## src/deq_pkg.sv

```systemverilog
// Shared types and constants of the double-ended queue.
// Used by the cell, the top level and the checker; depends on nothing.
package deq_pkg;

  // Default sizes of the block.
  localparam int CAPACITY_DEF  = 64;
  localparam int ITEM_BITS_DEF = 64;

  // Fixed field widths of the item channels.
  localparam int CMD_W  = 3;
  localparam int POS_W  = 6;
  localparam int DATA_W = 64;

  // Configuration port.
  localparam int PADDR_W = 3;
  localparam int PDATA_W = 32;
  localparam int ETYPE_W = 2;
  localparam logic REG_ELEM_TYPE = 1'b0;

  // Command codes.
  localparam logic [CMD_W-1:0] CMD_PUSH_BACK  = 3'd0;
  localparam logic [CMD_W-1:0] CMD_PUSH_FRONT = 3'd1;
  localparam logic [CMD_W-1:0] CMD_POP_BACK   = 3'd2;
  localparam logic [CMD_W-1:0] CMD_POP_FRONT  = 3'd3;
  localparam logic [CMD_W-1:0] CMD_READ       = 3'd4;

  // Element kinds.
  localparam logic [ETYPE_W-1:0] ETYPE_INT32    = 2'd0;
  localparam logic [ETYPE_W-1:0] ETYPE_FLOAT32  = 2'd1;
  localparam logic [ETYPE_W-1:0] ETYPE_DOUBLE64 = 2'd2;
  localparam logic [ETYPE_W-1:0] ETYPE_CHAR8    = 2'd3;

  // What every cell does with its stored word in a cycle.
  typedef enum logic [1:0] {
    CELL_HOLD,
    CELL_SHIFT_BACK,   // take the word of the front-side neighbor
    CELL_SHIFT_FRONT,  // take the word of the back-side neighbor
    CELL_LOAD_TAIL     // the cell at the current length takes the new item
  } cell_op_e;

  typedef struct packed {
    cell_op_e op;
  } cell_ctrl_t;

  // Read token that walks the chain, one cell per cycle.
  typedef struct packed {
    logic             vld;
    logic             hit;
    logic [POS_W-1:0] rem;
  } read_tok_t;

endpackage

```

## src/deq_cell.sv

```systemverilog
// One storage cell of the deque chain: a stored word and one read token stage.
// Depends on deq_pkg.
module deq_cell #(
  parameter int ITEM_BITS = deq_pkg::ITEM_BITS_DEF,
  parameter int CNT_W     = 7,
  parameter int IDX       = 0
) (
  input  logic                  clk_i,
  input  logic                  rst_ni,
  input  deq_pkg::cell_ctrl_t   ctrl_i,
  input  logic [CNT_W-1:0]      count_i,
  input  logic [ITEM_BITS-1:0]  item_i,
  input  logic [ITEM_BITS-1:0]  front_word_i,
  input  logic [ITEM_BITS-1:0]  back_word_i,
  output logic [ITEM_BITS-1:0]  word_o,
  input  deq_pkg::read_tok_t    tok_i,
  input  logic [ITEM_BITS-1:0]  tok_data_i,
  output deq_pkg::read_tok_t    tok_o,
  output logic [ITEM_BITS-1:0]  tok_data_o
);

  logic [ITEM_BITS-1:0] word_q, word_d;
  deq_pkg::read_tok_t   tok_q, tok_d;
  logic [ITEM_BITS-1:0] tok_data_q, tok_data_d;
  logic                 hit_here;

  // Stored word: shift with the neighbors or take a new tail item.
  always_comb begin
    word_d = word_q;
    unique case (ctrl_i.op)
      deq_pkg::CELL_HOLD:        word_d = word_q;
      deq_pkg::CELL_SHIFT_BACK:  word_d = front_word_i;
      deq_pkg::CELL_SHIFT_FRONT: word_d = back_word_i;
      deq_pkg::CELL_LOAD_TAIL: begin
        if (count_i == CNT_W'(IDX)) begin
          word_d = item_i;
        end
      end
      default: word_d = word_q;
    endcase
  end

  always_ff @(posedge clk_i) begin
    word_q <= word_d;
  end

  assign word_o = word_q;

  // Read token: the cell whose distance count has run down to zero drops its word in.
  assign hit_here = tok_i.vld && !tok_i.hit && (tok_i.rem == '0);

  always_comb begin
    tok_d      = tok_i;
    tok_data_d = tok_data_i;
    if (hit_here) begin
      tok_d.hit  = 1'b1;
      tok_data_d = word_q;
    end else if (tok_i.vld && !tok_i.hit) begin
      tok_d.rem = tok_i.rem - 1'b1;
    end
  end

  always_ff @(posedge clk_i or negedge rst_ni) begin
    if (!rst_ni) begin
      tok_q <= '0;
    end else begin
      tok_q <= tok_d;
    end
  end

  always_ff @(posedge clk_i) begin
    tok_data_q <= tok_data_d;
  end

  assign tok_o      = tok_q;
  assign tok_data_o = tok_data_q;

endmodule

```

## config.mk

```make
export PLATFORM = sky130hd
export DESIGN_NAME = deq_cell
export DESIGN_NICKNAME = d
export VERILOG_FILES = /design/src/deq_pkg.sv /design/src/deq_cell.sv
export SDC_FILE = /design/constraint.sdc
export NUM_CORES = 1
export LEC_CHECK = 0
export BUFFER_PORTS_ARGS = -buffer_cell sky130_fd_sc_hd__buf_2
export CAP_MARGIN = 20
export CORE_AREA = 2 2 161 163
export CTS_BUF_LIST = sky130_fd_sc_hd__clkbuf_4 sky130_fd_sc_hd__clkbuf_8
export DETAILED_ROUTE_END_ITERATION = 8
export DIE_AREA = 0 0 163 165
export SYNTH_ARGS = -nofsm -noshare
export SYNTH_HDL_FRONTEND = slang
export SYNTH_SLANG_ARGS = --single-unit
```

## constraint.sdc

```tcl
create_clock -name clk_i -period 1.6 [get_ports clk_i]
set_clock_uncertainty 0.2 [all_clocks]
set_input_delay 0.24 -clock clk_i [delete_from_list [all_inputs] [get_ports clk_i]]
set_output_delay 0.24 -clock clk_i [all_outputs]
set_load 0.01 [all_outputs]
```

## After elaboration in Yosys (flattened, before gate mapping)

Cells that the tools add are included.

| word-level totals | value |
|---|---|
| register bits after elaboration | 136 |
| output and inout port bits | 136 |
| logic and storage cells | 24 |

| cells by class | value |
|---|---|
| $add $sub $neg | 1 |
| equality and inequality tests | 4 |
| muxes and demuxes | 6 |
| bitwise logic cells | 1 |
| reduce and logical (&&, ||, !) cells | 7 |

Operators with widths:

| operator | count |
|---|---|
| case mux 64 bit (3 select lines) | 1 |
| two-way mux 64 bit | 2 |
| two-way mux 6 bit | 2 |
| zero test 7 bit | 1 |
| zero test 6 bit | 1 |
| subtractor 6 x 1 -> 6 bit, second input constant | 1 |
| == test 2 bit, second input constant | 2 |
| == test 2 x 1 -> 1 bit, second input constant | 1 |
| logical AND 1 bit | 2 |
| zero test 2 bit | 1 |
| != test 2 bit, second input constant | 1 |
| AND reduction 2 bit | 1 |
| zero test 1 bit | 1 |
| two-way mux 1 bit | 1 |
| inverter 1 bit | 1 |

## Longest topological paths before layout

| depth | value |
|---|---|
| word-level depth | 4 |
| mapped depth | 7 |
| mapped depth without buffers | 5 |

## Worst setup path after synthesis

Ideal clock, no wire load.

| timing path | value |
|---|---|
| path type | input to register |
| from | in ctrl_i[0] (netlist name) |
| to | reg word_q[0] (netlist: word_o[0]) (enable) |
| library setup time | 0.486 ns |
| arrival | 3.575 ns |
| path slack | -2.661 ns |
| cell stages on the path | 5 |
| buffers on the path | 3 |
| cell sequence | clkbuf_1 > buf_2 > buf_2 > nor2_1 > nor2_1 |

| on the way | value |
|---|---|
| longest elaborated chain between the ends | 3 |
| elaborated cells on any way between the ends | 5 |
| those cells by class | eq/ne: 2; bitwise: 1; reduce/logical: 2 |

RTL lines:

| element | RTL line | RTL |
|---|---|---|
| from (decl) | deq_cell.sv:10 | `input deq_pkg::cell_ctrl_t ctrl_i,` |
| == test 2 bit / zero test 2 bit (equally long branches) | deq_cell.sv:30 | `unique case (ctrl_i.op)` |
| != test 2 bit (no source line) / inverter 1 bit (equally long branches) | -- |  |
| AND reduction 2 bit (no source line) (*) | -- |  |
| to (signal assigned) | deq_cell.sv:44 | `word_q <= word_d;` |
| to (decl) | deq_cell.sv:22 | `logic [ITEM_BITS-1:0] word_q, word_d;` |

Mark *: on every way between the ends. The rest lies on a longest branch, timed or not.
A chain may end at the register's enable or synchronous reset.

## Worst setup path in the final report

| timing path | value |
|---|---|
| from | in front_word_i[24] |
| to | reg word_q[24] (netlist: word_o[24]) (data pin) |

| on the way | value |
|---|---|
| longest elaborated chain between the ends | 1 |

RTL lines:

| element | RTL line | RTL |
|---|---|---|
| from (decl) | deq_cell.sv:13 | `input logic [ITEM_BITS-1:0] front_word_i,` |
| case mux 64 bit (3 select lines) | deq_cell.sv:30 |  |
| net word_d[24] | deq_cell.sv:22 |  |

The timed path passes the listed nets, and every way through them passes these cells.

==> reports/summary.txt <==
Worst Setup Slack, final: -0.0570 ns
share of synthesized area occupied by flip-flops and latches: 0.579
global placement routability congestion: 0.797
Clock Tree Root: clkbuf_8
initial antenna violation count: 0
peak supply drop: 0.380 mV
Chip Height: 165 µm
launching element type of the critical path: primary input
Net count, final: 1344
worst hold slack after final layout: -0.0102 ns
number of max-slew violations in the final report: 0
violated checks: negative hold slack, negative setup slack
All-Layer GR Usage: 0.158
Post-synth ARST share: 0.0588
IO buf count: 410
number of standard-cell rows in the floorplan: 58
I/O Pins: 411
Worst Path Required: 1.59 ns
final non-filler cell total: 1412
clock tree sinks: 136
largest net degree at the start of global routing: 69
starting density of the core: 0.235
clock tree from TritonCTS: built
# DRC: 0
final clock period utilization by the worst path: 1.04
number of hold violations in the final report: 1
number of optimization iterations in the first detailed-route pass: 4
share of final-layout standard cells stronger than drive strength 1: 0.511
top_reg_cell synth: edfxtp_1
worst-margin pin slew: 0.414 ns
pre-CTS setup slack: -0.194 ns
share of the synthesized area in the top cell type: 0.327
leading cell type by number of instances after synthesis: nor2_1
Max Clk Rate: 0.603 GHz
static leakage: 5.29 nW
number of flip-flops and latches in the synthesized netlist: 136
overall routed net length: 22.5 mm
gate count after technology mapping: 451
largest area contributor in the synthesized netlist: edfxtp_1
Area growth syn-to-layout: 85.5%
largest fanout on the critical path: 1
syn avg cell area: 13.0 µm²
count of cell types in the netlist: 24
mapped cell area: 5880 µm²
register clock-pin slew on the reported worst setup and hold paths: 0.09 ns
Placeable Area: 25000 µm²
WL/cell: 15.9 µm
number of nets with antenna violations after detailed routing: 0
count of max-cap constraint violations: 0
Vias: 5926
most used standard cells in the synthesized netlist: 68 x nor2_1, 67 x a21oi_1, 66 x mux2i_1, 64 x dfxtp_1, 64 x edfxtp_1
count of placed standard cells including taps: 1188
critical path start-end classification: in -> reg
number of enable-type register cells in the synthesized netlist: 64
first-pass GRT wire length: 32.0 mm
CTS Buffer Depth: 2
x dimension of the die: 163 µm
Filler Cells Inserted: 2359
Max transition margin: 0.723
Syn. warnings: 0
via count normalized by instance count: 4.20
number of CTS-inserted buffers: 17
area of the die: 26900 µm²
Worst EP arrival: 1.65 ns
worst min-delay path category: in -> reg
leading post-synthesis cells by cell area: edfxtp_1 33%, dfxtp_1 22%, mux2_4 13%, mux2i_1 11%, a21oi_1 5.7%
DP Wirelength: 15.8 mm
global route overflow: 0
status: complete, but fails checks
Total Negative Setup Slacks: -0.239 ns
PD cells: 830 nW/µm²
syn_nets: 727
# H-tree levels: 4
min Tclk post-route: 1.66 ns
First DRT Iteration DRCs: 236
Skew-Pair Late Insertion Delay: 0.44 ns
unrepaired setup endpoints after global routing: true
number of global-route vias before repair: 6121
Setup Viol. Count Final: 13
kind of end point of the critical path: register
-- worst paths after layout --
check | from | to | slack [ns] | cells past startpoint
min | back_word_i[18] | word_o[18] | -0.01 | 3
max reg2reg | word_o[26] | tok_data_o[26] | 0.55 | 1
min reg2reg | word_o[38] | tok_data_o[38] | 0.29 | 1
max | front_word_i[24] | word_o[24] | -0.06 | 5
max in group asynchronous | rst_ni | tok_o[6] | 0.32 | 3
min in group asynchronous | rst_ni | tok_o[3] | 0.59 | 3
-- cell families after synthesis --
family | Yosys count | synth area share
flip-flops | 136 | 0.579
multiplexers | 132 | 0.270
AND/OR/NAND/NOR | 79 | 0.0570
AO/OA/AOI/OAI | 70 | 0.0605
buffers and inverters | 32 | 0.0298
XOR/XNOR | 1 | 0.00149
adder cells (fa/ha/maj) | 1 | 0.00213
-- timing repair --
| item | 4_1_cts | 5_1_grt |
|---|---|---|
| gates resized for setup | 0 | 13 |
| hold buffers | 189 | 6 |
| hold endpoints to repair | 143 | 4 |
| setup buffers | 0 | 1 |
| setup endpoints to repair | 0 | 27 |
-- cells in the final DEF, fill, tap and decap left out, drive strengths merged, types with 2 or more instances in the layout --
cell	synthesis	routed
buf	14	437
dlygate4sd3	0	187
nor2	68	68
a21oi	67	67
mux2i	66	66
mux2	66	66
dfxtp	64	64
edfxtp	64	64
clkbuf	15	18
inv	3	10
dfrtp	8	8
clkinv	0	5
dlymetal6s4s	0	3
nand2b	3	3
nor4	3	3
nor3	2	2
bufinv	0	2
-- layer usage --
| metal | GRT usage | part of all wire | vias to the layer above |
|---|---|---|---|
| met5 | 0 | 0 | - |
| met1 | 0.169 | 0.38 | 2753 |
| met3 | 0.0432 | 0.057 | 50 |
| li1 | - | - | 2863 |
| met4 | 0.0619 | 0.029 | 0 |
| met2 | 0.293 | 0.54 | 260 |
-- area by class of cell --
class,count,area (µm²),area share
antenna,1,2.50,0.000229
sequential,136,3400,0.312
multi-input combinational,283,2360,0.216
inverter,3,26.3,0.00241
tap,330,413,0.0379
clock inverter,14,160,0.0147
timing repair buffer,627,4300,0.394
clock buffer,18,248,0.0227
-- registers in the layout, summed over array words and instances, names as in the netlist --
signal	flops
word_o	64
tok_data_o	64
tok_o	8
-- where the power goes --
| group | internal [mW] | switching, mW |
|---|---|---|
| Combinational | 1.09 | 0.837 |
| Sequential | 4.01 | 0.158 |
| Clock | 1.47 | 1.49 |
-- worst max-delay path, stage by stage --
cell           delay, ns
dlygate4sd3_1       0.53
buf_2               0.13
nor2_2              0.13
a21oi_1             0.05
dlygate4sd3_1       0.56
-- metrics by stage --
| stage | util | hold WS (ns) | power [mW] | instance area (µm²) |
|---|---|---|---|---|
| after floorplan | - | -0.256 | 4.85 | 5970 |
| after global placement | 0.342 | -0.0939 | 5.72 | 8550 |
| after detailed placement | 0.342 | -0.0957 | 5.74 | 8550 |
| after CTS | 0.433 | 0.000517 | 9.17 | 10900 |
| after global routing | 0.436 | 0.00219 | 9.49 | 10900 |
| final | 0.436 | -0.0102 | 9.05 | 10900 |
No activity file was read; power rests on OpenSTA's default activity.
